### config.mk
export PLATFORM = sky130hd
export DESIGN_NAME = rgb_led_pwm_blink_sequencer_unit
export DESIGN_NICKNAME = d
export VERILOG_FILES = /design/src/hdl/rlps_pkg.sv /design/src/hdl/rgb_led_pwm_blink_sequencer_unit.sv /design/src/hdl/rlps_cfg_regs.sv /design/src/hdl/rlps_step_core.sv
export SDC_FILE = /design/constraint.sdc
export NUM_CORES = 1
export LEC_CHECK = 0
export BUFFER_PORTS_ARGS = -buffer_cell sky130_fd_sc_hd__buf_4
export CORE_AREA = 4 4 112 114
export CTS_CLUSTER_DIAMETER = 120
export DETAILED_ROUTE_END_ITERATION = 12
export DIE_AREA = 0 0 116 118
export GPL_TIMING_DRIVEN = 0
export PLACE_DENSITY = 0.5
export SLEW_MARGIN = 30
export SYNTH_ARGS = -nofsm -noshare
export SYNTH_HDL_FRONTEND = slang
export SYNTH_HIERARCHICAL = 1
export SYNTH_SLANG_ARGS = --single-unit
### constraint.sdc
create_clock -name clk -period 5.9 [get_ports clk]
set_clock_uncertainty 0.2 [all_clocks]
set_input_delay 1.475 -clock clk [delete_from_list [all_inputs] [get_ports clk]]
set_output_delay 1.475 -clock clk [all_outputs]
set_load 0.01 [all_outputs]
### src/hdl/rlps_pkg.sv
// Shared types, codes and constants of the RGB LED PWM blink sequencer.
// No dependencies; the design files refer to this package by scoped names, the test files import it.
package rlps_pkg;

  // Input item function codes
  localparam logic [1:0] FUNC_PWM_TICK = 2'd0;
  localparam logic [1:0] FUNC_SEQ_TICK = 2'd1;
  localparam logic [1:0] FUNC_START    = 2'd2;

  // Colour codes carried by a start item
  localparam logic [1:0] PAT_WHITE     = 2'd0;
  localparam logic [1:0] PAT_RED       = 2'd1;
  localparam logic [1:0] PAT_GREEN     = 2'd2;
  localparam logic [1:0] PAT_STEP_ONLY = 2'd3;

  // Configuration register indexes
  localparam logic [1:0] REG_PWM_PERIOD       = 2'd0;
  localparam logic [1:0] REG_SHORT_STEP_TICKS = 2'd1;
  localparam logic [1:0] REG_LONG_STEP_TICKS  = 2'd2;

  // Configuration reset values
  localparam logic [7:0] PWM_PERIOD_RST       = 8'd100;
  localparam logic [4:0] SHORT_STEP_TICKS_RST = 5'd3;
  localparam logic [4:0] LONG_STEP_TICKS_RST  = 5'd20;

  // Sequencer shape
  localparam logic [3:0] NUM_STEPS = 4'd8;
  localparam logic [3:0] LONG_STEP = 4'd6;

  typedef logic [6:0] duty_t;
  // Index 0 red, 1 green, 2 blue
  typedef duty_t [2:0] rgb_duty_t;

  typedef struct packed {
    logic [1:0] func;
    logic [1:0] pattern;
  } in_item_t;

  typedef struct packed {
    logic       led_red;
    logic       led_green;
    logic       led_blue;
    logic       pwm_running;
    logic       sequence_done;
    logic [3:0] current_step;
  } out_item_t;

  typedef struct packed {
    logic [7:0] pwm_period;
    logic [4:0] short_step_ticks;
    logic [4:0] long_step_ticks;
  } cfg_t;

  // Duty triple of a colour; an out-of-range code wraps to white
  function automatic rgb_duty_t colour_duties(input logic [1:0] colour);
    rgb_duty_t d;
    unique case (colour)
      PAT_RED: begin
        d[0] = 7'd100; d[1] = 7'd8;   d[2] = 7'd0;
      end
      PAT_GREEN: begin
        d[0] = 7'd29;  d[1] = 7'd100; d[2] = 7'd0;
      end
      default: begin
        d[0] = 7'd86;  d[1] = 7'd100; d[2] = 7'd63;
      end
    endcase
    return d;
  endfunction

endpackage

### src/hdl/rgb_led_pwm_blink_sequencer_unit.sv
// Top level of the RGB LED PWM blink sequencer: input register, result register, config port.
// Depends on rlps_pkg, rlps_cfg_regs and rlps_step_core.
//
// Each item passes the input register, where the state update runs, and then the result register.
// Items follow back to back, one per cycle, while the receiver takes results; the rate is set by
// the state update in rlps_step_core, which every item passes in order. The result register
// holds a result until it is taken while the next item waits in the input register.
// Configuration writes complete at once and apply to items processed after them.
module rgb_led_pwm_blink_sequencer_unit (
  input  logic                 clk,
  input  logic                 rst_n,
  input  logic                 in_valid,
  output logic                 in_ready,
  input  rlps_pkg::in_item_t   in_item,
  output logic                 out_valid,
  input  logic                 out_ready,
  output rlps_pkg::out_item_t  out_item,
  input  logic                 cfg_valid,
  output logic                 cfg_ready,
  input  logic [1:0]           cfg_index,
  input  logic [7:0]           cfg_data
);

  rlps_pkg::cfg_t       cfg;
  rlps_pkg::in_item_t   s1_item_r;
  logic                 s1_valid_r;
  rlps_pkg::out_item_t  result;
  rlps_pkg::out_item_t  out_item_r;
  logic                 out_valid_r;
  logic                 fire;

  rlps_cfg_regs u_cfg (
    .clk       (clk),
    .rst_n     (rst_n),
    .cfg_valid (cfg_valid),
    .cfg_ready (cfg_ready),
    .cfg_index (cfg_index),
    .cfg_data  (cfg_data),
    .cfg       (cfg)
  );

  rlps_step_core u_core (
    .clk    (clk),
    .rst_n  (rst_n),
    .fire   (fire),
    .item   (s1_item_r),
    .cfg    (cfg),
    .result (result)
  );

  // Advance the held item when the result register is free or being emptied
  assign fire      = s1_valid_r && (!out_valid_r || out_ready);
  assign in_ready  = !s1_valid_r || fire;
  assign out_valid = out_valid_r;
  assign out_item  = out_item_r;

  // Input register
  always_ff @(posedge clk) begin
    if (!rst_n) begin
      s1_valid_r <= 1'b0;
    end else if (in_ready) begin
      s1_valid_r <= in_valid;
    end
  end

  always_ff @(posedge clk) begin
    if (in_ready && in_valid) begin
      s1_item_r <= in_item;
    end
  end

  // Result register
  always_ff @(posedge clk) begin
    if (!rst_n) begin
      out_valid_r <= 1'b0;
    end else if (fire) begin
      out_valid_r <= 1'b1;
    end else if (out_ready) begin
      out_valid_r <= 1'b0;
    end
  end

  always_ff @(posedge clk) begin
    if (fire) begin
      out_item_r <= result;
    end
  end

  // A processed item always lands in the result register
  a_fire_fills_out: assert property (@(posedge clk) disable iff (!rst_n)
    fire |=> out_valid_r)
    else $error("processed item did not reach the result register");

  // End of sequence reports the final step with PWM off
  a_done_shape: assert property (@(posedge clk) disable iff (!rst_n)
    (out_valid_r && out_item_r.sequence_done) |->
      (out_item_r.current_step == rlps_pkg::NUM_STEPS && !out_item_r.pwm_running))
    else $error("sequence done with wrong step or PWM still on");

endmodule

### src/hdl/rlps_cfg_regs.sv
// Configuration register file of the blink sequencer: period and step tick counts.
// Depends on rlps_pkg for register indexes, reset values and the cfg_t bundle.
module rlps_cfg_regs (
  input  logic              clk,
  input  logic              rst_n,
  input  logic              cfg_valid,
  output logic              cfg_ready,
  input  logic [1:0]        cfg_index,
  input  logic [7:0]        cfg_data,
  output rlps_pkg::cfg_t    cfg
);

  rlps_pkg::cfg_t cfg_r;

  // Always take writes; unknown indexes are dropped
  assign cfg_ready = 1'b1;
  assign cfg       = cfg_r;

  // Update the addressed register
  always_ff @(posedge clk) begin
    if (!rst_n) begin
      cfg_r.pwm_period       <= rlps_pkg::PWM_PERIOD_RST;
      cfg_r.short_step_ticks <= rlps_pkg::SHORT_STEP_TICKS_RST;
      cfg_r.long_step_ticks  <= rlps_pkg::LONG_STEP_TICKS_RST;
    end else if (cfg_valid) begin
      unique case (cfg_index)
        rlps_pkg::REG_PWM_PERIOD:       cfg_r.pwm_period       <= cfg_data;
        rlps_pkg::REG_SHORT_STEP_TICKS: cfg_r.short_step_ticks <= cfg_data[4:0];
        rlps_pkg::REG_LONG_STEP_TICKS:  cfg_r.long_step_ticks  <= cfg_data[4:0];
        default: ;
      endcase
    end
  end

endmodule

### src/hdl/rlps_step_core.sv
// PWM and sequencer state with the combinational update for one item.
// Depends on rlps_pkg for codes, the duty table and the item structs.
module rlps_step_core (
  input  logic                 clk,
  input  logic                 rst_n,
  input  logic                 fire,
  input  rlps_pkg::in_item_t   item,
  input  rlps_pkg::cfg_t       cfg,
  output rlps_pkg::out_item_t  result
);

  logic                 enabled_r, enabled_nxt;
  logic [7:0]           counter_r, counter_nxt;
  rlps_pkg::rgb_duty_t  duty_r, duty_nxt;
  logic [2:0]           pins_r, pins_nxt;
  logic [1:0]           colour_r, colour_nxt;
  logic [3:0]           step_r, step_nxt;
  logic [4:0]           tick_r, tick_nxt;
  logic                 running_r, running_nxt;

  logic                 seq_go;
  logic                 done;
  logic [4:0]           limit;
  logic [8:0]           cnt_inc;
  logic [3:0]           step_inc;

  assign cnt_inc = {1'b0, counter_r} + 9'd1;

  // Next state for the item in the input register
  always_comb begin
    enabled_nxt = enabled_r;
    counter_nxt = counter_r;
    duty_nxt    = duty_r;
    pins_nxt    = pins_r;
    colour_nxt  = colour_r;
    step_nxt    = step_r;
    tick_nxt    = tick_r;
    running_nxt = running_r;
    seq_go      = 1'b0;
    done        = 1'b0;
    limit       = '0;
    step_inc    = '0;

    unique case (item.func)
      rlps_pkg::FUNC_PWM_TICK: begin
        if (enabled_r) begin
          for (int i = 0; i < 3; i++) begin
            pins_nxt[i] = ({1'b0, duty_r[i]} > counter_r);
          end
          if (cfg.pwm_period == 8'd0) begin
            counter_nxt = cnt_inc[7:0];
          end else begin
            counter_nxt = (cnt_inc >= {1'b0, cfg.pwm_period}) ? 8'd0 : cnt_inc[7:0];
          end
        end
      end
      rlps_pkg::FUNC_SEQ_TICK: begin
        seq_go = 1'b1;
      end
      rlps_pkg::FUNC_START: begin
        if (item.pattern != rlps_pkg::PAT_STEP_ONLY) begin
          colour_nxt  = item.pattern;
          step_nxt    = 4'd0;
          tick_nxt    = 5'd0;
          running_nxt = 1'b1;
        end
        seq_go = 1'b1;
      end
      default: ;
    endcase

    // Run one sequencer step on the (possibly restarted) state
    if (seq_go && running_nxt) begin
      limit = (step_nxt == rlps_pkg::LONG_STEP) ? cfg.long_step_ticks
                                                : cfg.short_step_ticks;
      step_inc = step_nxt + 4'd1;
      if (tick_nxt == 5'd0) begin
        duty_nxt    = step_nxt[0] ? '0 : rlps_pkg::colour_duties(colour_nxt);
        counter_nxt = 8'd0;
        enabled_nxt = 1'b1;
        tick_nxt    = 5'd1;
      end else if (tick_nxt < limit) begin
        tick_nxt = tick_nxt + 5'd1;
      end else begin
        tick_nxt = 5'd0;
        step_nxt = step_inc;
        if (step_inc >= rlps_pkg::NUM_STEPS) begin
          step_nxt    = rlps_pkg::NUM_STEPS;
          running_nxt = 1'b0;
          duty_nxt    = '0;
          enabled_nxt = 1'b0;
          done        = 1'b1;
        end
      end
    end
  end

  // Result as seen after the update
  always_comb begin
    result.led_red       = pins_nxt[0];
    result.led_green     = pins_nxt[1];
    result.led_blue      = pins_nxt[2];
    result.pwm_running   = enabled_nxt;
    result.sequence_done = done;
    result.current_step  = step_nxt;
  end

  // Commit state when the item leaves the input register
  always_ff @(posedge clk) begin
    if (!rst_n) begin
      enabled_r <= 1'b0;
      counter_r <= '0;
      duty_r    <= '0;
      pins_r    <= '0;
      colour_r  <= rlps_pkg::PAT_WHITE;
      step_r    <= '0;
      tick_r    <= '0;
      running_r <= 1'b0;
    end else if (fire) begin
      enabled_r <= enabled_nxt;
      counter_r <= counter_nxt;
      duty_r    <= duty_nxt;
      pins_r    <= pins_nxt;
      colour_r  <= colour_nxt;
      step_r    <= step_nxt;
      tick_r    <= tick_nxt;
      running_r <= running_nxt;
    end
  end

  // PWM only runs inside a sequence
  a_pwm_needs_seq: assert property (@(posedge clk) disable iff (!rst_n)
    enabled_r |-> running_r)
    else $error("PWM enabled outside a running sequence");

  // A running sequence never sits past its last step
  a_step_in_range: assert property (@(posedge clk) disable iff (!rst_n)
    running_r |-> (step_r < rlps_pkg::NUM_STEPS))
    else $error("running sequence with step index out of range");

  // Tick count is only held while running
  a_tick_idle_zero: assert property (@(posedge clk) disable iff (!rst_n)
    (tick_r != 5'd0) |-> running_r)
    else $error("step tick count nonzero while idle");

endmodule

Word level (Yosys, flattened, before mapping)
Cells that the tools add are included.
{"block": "totals", "register_bits": 78, "output_inout_bits": 12}
{"block": "op_classes", "addsub": 3, "order_cmp": 6, "eq_ne": 9, "n_mux": 41, "n_bitwise": 1, "reduce_logical": 19}
{"op": "$mux W21", "count": 3}
{"op": "$mux W8", "count": 6}
{"op": "$pmux W20 S2", "count": 1}
{"op": "$mux W5", "count": 6}
{"op": "$gt A7 B8 Y1", "count": 3}
{"op": "$mux W4", "count": 6}
{"op": "$mux W20", "count": 1}
{"op": "$mux W1", "count": 14}
{"op": "$add A8 B1 Y9 const B", "count": 1}
{"op": "$ge A9 B8 Y1", "count": 1}
{"op": "$logic_not A8 Y1", "count": 1}
{"op": "$eq A2 B1 Y1 const B", "count": 3}
{"op": "$eq A2 B2 Y1 const B", "count": 3}
{"op": "$mux W3", "count": 2}
{"op": "$reduce_and A2 Y1", "count": 3}
{"op": "$add A5 B1 Y5 const B", "count": 1}
{"op": "$logic_not A5 Y1", "count": 1}
{"op": "$lt A5 B5 Y1", "count": 1}
{"op": "$add A4 B1 Y4 const B", "count": 1}
{"op": "$eq A4 B3 Y1 const B", "count": 1}
{"op": "$ge A4 B4 Y1 const B", "count": 1}
{"op": "$logic_not A2 Y1", "count": 2}
{"op": "$mux W2", "count": 2}
{"op": "$reduce_and A4 Y1", "count": 1}
{"op": "9 further kinds", "count": 14}

Longest topological paths before layout
Gate-level depths: netlist of run 1.
{"block": "logic_depth", "ltp_word": 9, "ltp_mapped": 17, "depth_no_buf": 15}

Modules after synthesis
The synthesis of run 1 kept the hierarchy.
{"mod": "rlps_step_core", "n_inst": 1, "cells_per_inst": 339, "area_each_um2": 2737.6, "seq_area_each_um2": 600.6}
{"mod": "rlps_cfg_regs", "n_inst": 1, "cells_per_inst": 78, "area_each_um2": 769.5, "seq_area_each_um2": 360.3}
{"mod": "rgb_led_pwm_blink_sequencer_unit", "n_inst": 1, "cells_per_inst": 22, "area_each_um2": 494.2, "seq_area_each_um2": 430.4}

Worst setup path before layout of run 1
No wires, ideal clock.
{"block": "synth_path", "path_type": "register -> register", "from": "register s1_item_r[3] (netlist bit)", "to": "register out_item_r, in the netlist out_item[2] (data pin)", "setup_time_ns": 0.261, "arrival_ns": 3.322, "required_ns": 5.439, "slack_ns": 2.117, "path_stages_with_launch": 16, "period_less_slack_ns": 3.783, "path_cell_list": "edfxtp_1 ha_1 a21bo_2 clkbuf_1 and2_1 ha_1 nand3b_1 nor2_1 mux2i_1 ha_1 a21o_1 a21oi_1 a21boi_2 a2111o_1 a21oi_1 a311o_1"}
{"element": "start, declared", "line_no": "rgb_led_pwm_blink_sequencer_unit.sv:25", "source": "rlps_pkg::in_item_t s1_item_r;"}
{"element": "start signal, assigned", "line_no": "rgb_led_pwm_blink_sequencer_unit.sv:68", "source": "s1_item_r <= in_item;"}
{"element": "end signal, assigned", "line_no": "rgb_led_pwm_blink_sequencer_unit.sv:85", "source": "out_item_r <= result;"}
{"element": "end, declared", "line_no": "rgb_led_pwm_blink_sequencer_unit.sv:28", "source": "rlps_pkg::out_item_t out_item_r;"}

==> flow_metrics.env, run 1 <==
export IMPL_hold_viol=0
export IMPL_rows=39
export IMPL_placed_area_sq_um=4390
export IMPL_dp_hpwl_um=7230
export IMPL_grt_max_degree=12
export IMPL_io_pins=31
export IMPL_place_gp_congestion=0.876
export IMPL_dieArea_sq_um=13700
export IMPL_ys_async_sr_fraction_pct=0
export IMPL_ys_warn_count=6
export IMPL_postCtsHoldBufs=0
export IMPL_routed_wl_um=9660
export IMPL_crit_chain="ha_1 -> a21bo_2 -> clkbuf_1 -> and2_1 -> ha_1 -> nand3b_1 -> nor2_1 -> mux2i_1 -> ha_1 -> a21o_1 -> a21oi_1 -> a21boi_2 -> a21oi_1 -> a311o_1"
export IMPL_slew_viol_final=0
export IMPL_gr_usage_all_layers_pct=15.1
export IMPL_io_buffers=28
export IMPL_relSlewSlack_pct=56.9
export IMPL_root_buffer="clkbuf_16"
export IMPL_grt_pass1_wl_um=16400
export IMPL_drtIter0Drc=180
export IMPL_finalPower_mw=1.11
export IMPL_num_nets_final=537
export IMPL_drive_above_1_share_pct=15.5
export IMPL_grt_pass1_vias=3267
export IMPL_drt_pass1_iterations=4
export IMPL_ys_ff_latch=63
export IMPL_finalSetupTns_ns=0
export IMPL_synth_fp_nets=498
export IMPL_syn_area_per_cell_sq_um=9.11
export IMPL_n_antenna_cell=0
export IMPL_synthesis_area_sq_um=4000
export IMPL_rsz0062_at_grt="no"
export IMPL_drt_wirelength_per_cell_um=15.4
export IMPL_startpoint_type="flop"
export IMPL_synth_ff_type="dfxtp_1"
export IMPL_critical_path_class="flop to flop"
export IMPL_die_h_um=118
export IMPL_clkTransAtPathRegs_ns=0.05
export IMPL_crit_path_frequent_cell="ha_1"
export IMPL_synth_cell_types=74
export IMPL_htree_levels=3
export IMPL_synth_edf_count=13
export IMPL_syn2layout_area_growth_pct=17.3
export IMPL_cp_arrival_ns=4.47
export IMPL_status="finished, final reports clean"
export IMPL_avgViaCountPerCell=5.31
export IMPL_worst_hold_path_type="flop to flop"
export IMPL_setup_viol=0
export IMPL_overflow=0
export IMPL_max_stage_delay_ns=0.43
export IMPL_cts_tree="done"
export IMPL_vias=3326
export IMPL_antenna_left=0
export IMPL_initial_utilization_pct=35.0
export IMPL_power_density_nw_per_um2=236
export IMPL_die_w_um=116
export IMPL_clock_latency_ns=0.33
export IMPL_path_buf_inv=1
export IMPL_drc=0
export IMPL_slowest_stage="nor2_1"
export IMPL_maxCapViolCount=0
export IMPL_cts_buffer_depth=2
export IMPL_fin_util_pct=41.1
export IMPL_cts_buffers_inserted=9
export IMPL_p_leak_nw=2.03
export IMPL_worst_slew_pin_slew_ns=0.643
export IMPL_path_max_fanout=10
export IMPL_netlist_instances=439
export IMPL_antenna_found_initial=0
export IMPL_clock_sinks=63
export IMPL_final_cell_area_sq_um=4690
export IMPL_crit_family="compound AO/OA/AOI/OAI gates"
export IMPL_cts_setup_buffers=0
export IMPL_fmax_mhz=218
export IMPL_coreArea_sq_um=11400
export IMPL_critPathRequiredTime_ns=5.78
export IMPL_max_vdd_ir_drop_mv=0.125
export IMPL_period_share_pct=77.8
export IMPL_end_kind="flop"
export IMPL_period_needed_ns=4.59
export IMPL_cts_resized_gates=0
export IMPL_synth_yosys_seq_area_share_pct=34.8
-- kinds of logic after synthesis --
logic type	count (synthesis)	synth area share, %
muxes	19	4.75
DFF	63	34.8
adders and majority gates	40	12.5
other	1	0.0937
xor gates and xnor gates	10	2.19
buffers and inverters	51	5.79
AOI/OAI and AO/OA	98	17.8
and+or+nand+nor	157	22.1
-- cell usage in the layout (no fill, tap or decap), types with 6 or more instances in the layout --
| cell type | netlist | routed |
|---|---|---|
| edfxtp_1 | 13 | 13 |
| nand4_1 | 6 | 6 |
| nand2_1 | 48 | 48 |
| clkbuf_16 | 0 | 9 |
| a21oi_1 | 23 | 23 |
| ha_1 | 40 | 40 |
| dfxtp_1 | 50 | 50 |
| nor2_1 | 25 | 25 |
| a21o_1 | 9 | 9 |
| buf_4 | 4 | 32 |
| clkbuf_1 | 10 | 12 |
| inv_1 | 32 | 32 |
| nor2b_1 | 11 | 10 |
| o211ai_1 | 6 | 6 |
| mux2i_1 | 19 | 19 |
| and3_1 | 8 | 8 |
| o21ai_0 | 12 | 12 |
| nand3_1 | 16 | 16 |
-- state kept, by name, indices dropped and copies added, names as in the netlist --
name and count:
u_core/counter_r 8, u_core/tick_r 5, u_core/duty_r 6, out_valid 1, u_core/running_r 1, u_core/enabled_r 1
u_core/step_r 4, u_core/pins_r 3, s1_valid_r 1, out_item 9, s1_item_r 4, u_cfg/cfg 18
u_core/colour_r 2
-- area by class of cell --
type | instances | area, sq um
multi-input combinational | 325 | 2380
buffer | 19 | 111
inverter | 32 | 120
timing repair buffer | 28 | 210
clock buffer | 13 | 260
fill | 1172 | 6720
tap | 143 | 179
clock inverter | 3 | 41.3
sequential | 63 | 1390
-- metal layers --
| metal | vias up | global-route usage [%] | wire length, um |
|---|---|---|---|
| li1 | 1670 | - | - |
| met1 | 1562 | 21.3 | 4800 |
| met2 | 76 | 22.5 | 4320 |
| met3 | 18 | 3.08 | 354 |
| met4 | 0 | 5.95 | 192 |
| met5 | - | 0 | 0 |
-- power by group --
group | total (mW) | switching, mW | internal [mW]
clock network | 0.545 | 0.195 | 0.350
logic | 0.103 | 0.0596 | 0.0434
registers | 0.461 | 0.00861 | 0.453
total | 1.11 | 0.263 | 0.846
-- cells in the mapped netlist, types with 3 or more instances --
| cell | n | area share, % |
|---|---|---|
| clkbuf_1 | 10 | 0.94 |
| nand4_1 | 6 | 0.94 |
| o21a_1 | 4 | 0.75 |
| mux2i_1 | 19 | 4.8 |
| o211ai_1 | 6 | 1.1 |
| edfxtp_1 | 13 | 9.8 |
| and3_1 | 8 | 1.3 |
| ha_1 | 40 | 13 |
| o21ai_0 | 12 | 1.5 |
| inv_1 | 32 | 3.0 |
| a31oi_1 | 3 | 0.47 |
| a22o_1 | 4 | 0.88 |
| nor3_1 | 4 | 0.50 |
| nor4_1 | 5 | 0.78 |
| a21oi_1 | 23 | 2.9 |
| xnor2_1 | 5 | 1.1 |
| xor2_1 | 5 | 1.1 |
| and2_1 | 5 | 0.78 |
| nor2b_1 | 11 | 1.7 |
| or4_4 | 3 | 0.84 |
| dfxtp_1 | 50 | 25 |
| nand2_1 | 48 | 4.5 |
| nand4b_1 | 3 | 0.66 |
| a21o_1 | 9 | 1.7 |
| nand3_1 | 16 | 2.0 |
| a32o_1 | 5 | 1.3 |
| a211o_1 | 3 | 0.66 |
| nor2_1 | 25 | 2.3 |
| buf_4 | 4 | 0.75 |
-- through the flow --
stage	worst slack, ns	hold slack [ns]	cells
2_1_floorplan	2.12	0.230	439
3_3_place_gp	1.31	0.246	610
3_5_place_dp	1.34	0.252	610
4_1_cts	1.32	0.262	626
5_1_grt	0.919	0.288	626
6_report	1.31	0.262	626
-- worst min-delay path, cell delays in order (launching register included) --
cell	delay [ns]
dfxtp_1	0.30
nand2_1	0.05
mux2i_1	0.05
-- worst paths after layout --
check | startpoint | end | slack, ns | cells after the start
setup reg to reg | s1_item_r[3]$_DFFE_PP_ | out_item[2]$_DFFE_PP_ | 1.31 | 14
setup / recovery | s1_item_r[3]$_DFFE_PP_ | out_item[2]$_DFFE_PP_ | 1.31 | 14
hold reg to reg | u_cfg/cfg[1]$_SDFFE_PN0P_ | u_cfg/cfg[1]$_SDFFE_PN0P_ | 0.26 | 2
hold / removal | u_cfg/cfg[1]$_SDFFE_PN0P_ | u_cfg/cfg[1]$_SDFFE_PN0P_ | 0.26 | 2
Note: power is estimated with default switching activity, not from simulation.
==> run 2, diff against run 1 <==
--- a/config.mk
+++ b/config.mk
@@ -11,7 +11,7 @@
 export DETAILED_ROUTE_END_ITERATION = 12
 export DIE_AREA = 0 0 116 118
 export GPL_TIMING_DRIVEN = 0
-export PLACE_DENSITY = 0.5
+export PLACE_DENSITY = 0.52
 export SLEW_MARGIN = 30
 export SYNTH_ARGS = -nofsm -noshare
 export SYNTH_HDL_FRONTEND = slang
==> constraint.sdc (replaced) <==
create_clock -name clk -period 3.94 [get_ports clk]
set_clock_uncertainty 0.2 [all_clocks]
set_input_delay 0.985 -clock clk [delete_from_list [all_inputs] [get_ports clk]]
set_output_delay 0.985 -clock clk [all_outputs]
set_load 0.01 [all_outputs]
==> run 2 against run 1 <==
Against the previous run: first-iteration DRC count increased by 13%; via count decreased by 0.33%; register-to-register slack got worse by 1.2 ns; critical path type unchanged; critical path depth increased by 1; hold slack got worse by 0.0022 ns; utilization increased by 1.4 points; die area unchanged.
==> flow_metrics.env, run 2 (same netlist as run 1, synthesis figures left out) <==
export IMPL_drive_above_1_share_pct=20.0
export IMPL_end_kind="flop"
export IMPL_status="finished, final reports clean"
export IMPL_postCtsHoldBufs=0
export IMPL_dieArea_sq_um=13700
export IMPL_coreArea_sq_um=11400
export IMPL_multiInputGateArea_sq_um=2480
export IMPL_antenna_found_initial=0
export IMPL_drt_pass1_iterations=5
export IMPL_register_area_sq_um=1390
export IMPL_cts_buffers_inserted=9
export IMPL_pre_cts_slack_ns=-0.658
export IMPL_period_needed_ns=3.81
export IMPL_avgViaCountPerCell=5.24
export IMPL_path_buf_inv=1
export IMPL_r2r_worst_path_cells=15
export IMPL_max_stage_delay_ns=0.43
export IMPL_grt_pass1_wl_um=16400
export IMPL_mostFrequentLayoutCells="50 x dfxtp_1, 47 x nand2_1, 38 x buf_4, 38 x ha_1, 31 x inv_1"
export IMPL_reg2reg_to="out_item[2]$_DFFE_PP_"
export IMPL_routed_wl_um=9750
export IMPL_fmax_mhz=262
export IMPL_final_common_cell="dfxtp_1"
export IMPL_n_fill_cell=1139
export IMPL_cp_arrival_ns=3.68
export IMPL_io_buffers=28
export IMPL_place_gp_congestion=0.878
export IMPL_crit_end="out_item[2]$_DFFE_PP_"
export IMPL_cts_tree="done"
export IMPL_largest_reg_flops=18
export IMPL_crit_chain="ha_4 -> a21bo_4 -> clkbuf_8 -> and2_4 -> ha_4 -> nand3b_1 -> nor2_4 -> mux2i_2 -> ha_1 -> a21o_1 -> a21oi_2 -> a21boi_4 -> a2111o_1 -> a21oi_1 -> a311o_1"
export IMPL_drtIter0Drc=203
export IMPL_max_vdd_ir_drop_mv=0.222
export IMPL_crit_cells=15
export IMPL_startpoint_type="flop"
export IMPL_antenna_left=0
export IMPL_grt_pass1_vias=3342
export IMPL_relSlewSlack_pct=56.7
export IMPL_drt_wirelength_per_cell_um=15.4
export IMPL_initial_utilization_pct=35.0
export IMPL_period_share_pct=96.8
export IMPL_hold_viol=0
export IMPL_rrSetupSlack_ns=0.13
export IMPL_num_nets_final=544
export IMPL_rsz0062_at_grt="no"
export IMPL_maxCapViolCount=0
export IMPL_syn2layout_area_growth_pct=21.3
export IMPL_gr_usage_all_layers_pct=14.9
export IMPL_htree_levels=3
export IMPL_clkTransAtPathRegs_ns=0.06
export IMPL_vias=3315
export IMPL_grt_max_degree=12
export IMPL_slowest_stage="edfxtp_1"
export IMPL_worst_slew_pin_slew_ns=0.645
export IMPL_reg2reg_from="s1_item_r[3]$_DFFE_PP_"
export IMPL_setup_viol=0
export IMPL_slew_viol_final=0
export IMPL_worst_hold_path_type="flop to flop"
export IMPL_layout_setup_ws_ns=0.128
export IMPL_placed_cells=610
export IMPL_rows=39
export IMPL_power_density_nw_per_um2=336
export IMPL_drc=0
export IMPL_clock_sinks=63
export IMPL_root_buffer="clkbuf_16"
export IMPL_critPathRequiredTime_ns=3.81
export IMPL_dp_hpwl_um=7300
export IMPL_critical_path_class="flop to flop"
export IMPL_n_antenna_cell=0
export IMPL_crit_path_frequent_cell="ha_4"
export IMPL_die_h_um=118
export IMPL_setup_worst_path_start="s1_item_r[3]$_DFFE_PP_"
export IMPL_die_w_um=116
export IMPL_path_max_fanout=6
export IMPL_hold_ws_ns=0.260
export IMPL_fin_cells=633
export IMPL_overflow=0
export IMPL_clock_latency_ns=0.33
export IMPL_io_pins=31
export IMPL_p_leak_nw=2.08
export IMPL_crit_family="compound AO/OA/AOI/OAI gates"
export IMPL_cts_buffer_depth=2
[run 2: changes by cell type in the layout (fill, tap and decap cells not counted), moves of 2 or more]
cell,previous run,this run
mux2i_1,19,16
clkinvlp_4,0,3
a21oi_1,23,21
ha_1,40,38
clkbuf_1,12,9
mux2i_2,0,3
buf_4,32,38
ha_4,0,2
[run 2: worst min-delay path by stage]
stage                                   from  depth (start not counted)                       endpoint  slack, ns
6_report           u_cfg/cfg[7]$_SDFFE_PN0P_                          2      u_cfg/cfg[7]$_SDFFE_PN0P_       0.26
5_1_grt            u_cfg/cfg[7]$_SDFFE_PN0P_                          2      u_cfg/cfg[7]$_SDFFE_PN0P_       0.27
4_1_cts            u_cfg/cfg[7]$_SDFFE_PN0P_                          2      u_cfg/cfg[7]$_SDFFE_PN0P_       0.26
3_5_place_dp   u_core/duty_r[2]$_SDFFE_PN0P_                          1  u_core/duty_r[2]$_SDFFE_PN0P_       0.25
3_3_place_gp       u_cfg/cfg[8]$_SDFFE_PN0P_                          2      u_cfg/cfg[8]$_SDFFE_PN0P_       0.24
2_1_floorplan  u_core/duty_r[2]$_SDFFE_PN0P_                          1  u_core/duty_r[2]$_SDFFE_PN0P_       0.23
[run 2: area by class of cell]
class | count | area share (%)
inverter | 32 | 2.48
tap | 143 | 3.69
clock inverter | 6 | 1.26
buffer | 19 | 2.53
multi-input combinational | 325 | 51.2
timing repair buffer | 35 | 5.49
sequential | 63 | 28.7
clock buffer | 10 | 4.72
[run 2: tightest hold or removal path, stage by stage (launching register included)]
cell     delay, ns
dfxtp_1       0.31
nand2_1       0.05
mux2i_1       0.05
[run 2: report_power, final]
group / internal [mW] / leakage (nW) / switching [mW]
Combinational: 0.0727 / 1.42 / 0.0928
Clock: 0.486 / 0.132 / 0.287
Sequential: 0.678 / 0.532 / 0.0133
Total: 1.24 / 2.08 / 0.393
[run 2: what timing repair did]
item / CTS / global route
resized for setup: 12 / 17
buffers inserted: 4 / 3
setup endpoints to repair: 21 / 14
pin swaps: 2 / 11
[run 2: metal layers]
| metal | GRT usage (%) | wire length, um |
|---|---|---|
| met1 | 20.2 | 4760 |
| met2 | 23.2 | 4440 |
| met3 | 3.44 | 357 |
| met4 | 4.79 | 195 |
| met5 | 0 | 0 |
[run 2: per-stage QoR]
stage	TNS, ns	instance area [sq um]	utilization (%)	total power [mW]
floorplan	0	4000	-	0.802
global placement	-9.59	4390	38.5	0.855
detailed placement	-9.40	4390	38.5	0.858
CTS	0	4750	41.6	1.64
global route	0	4850	42.5	1.70
finish	0	4850	42.5	1.63
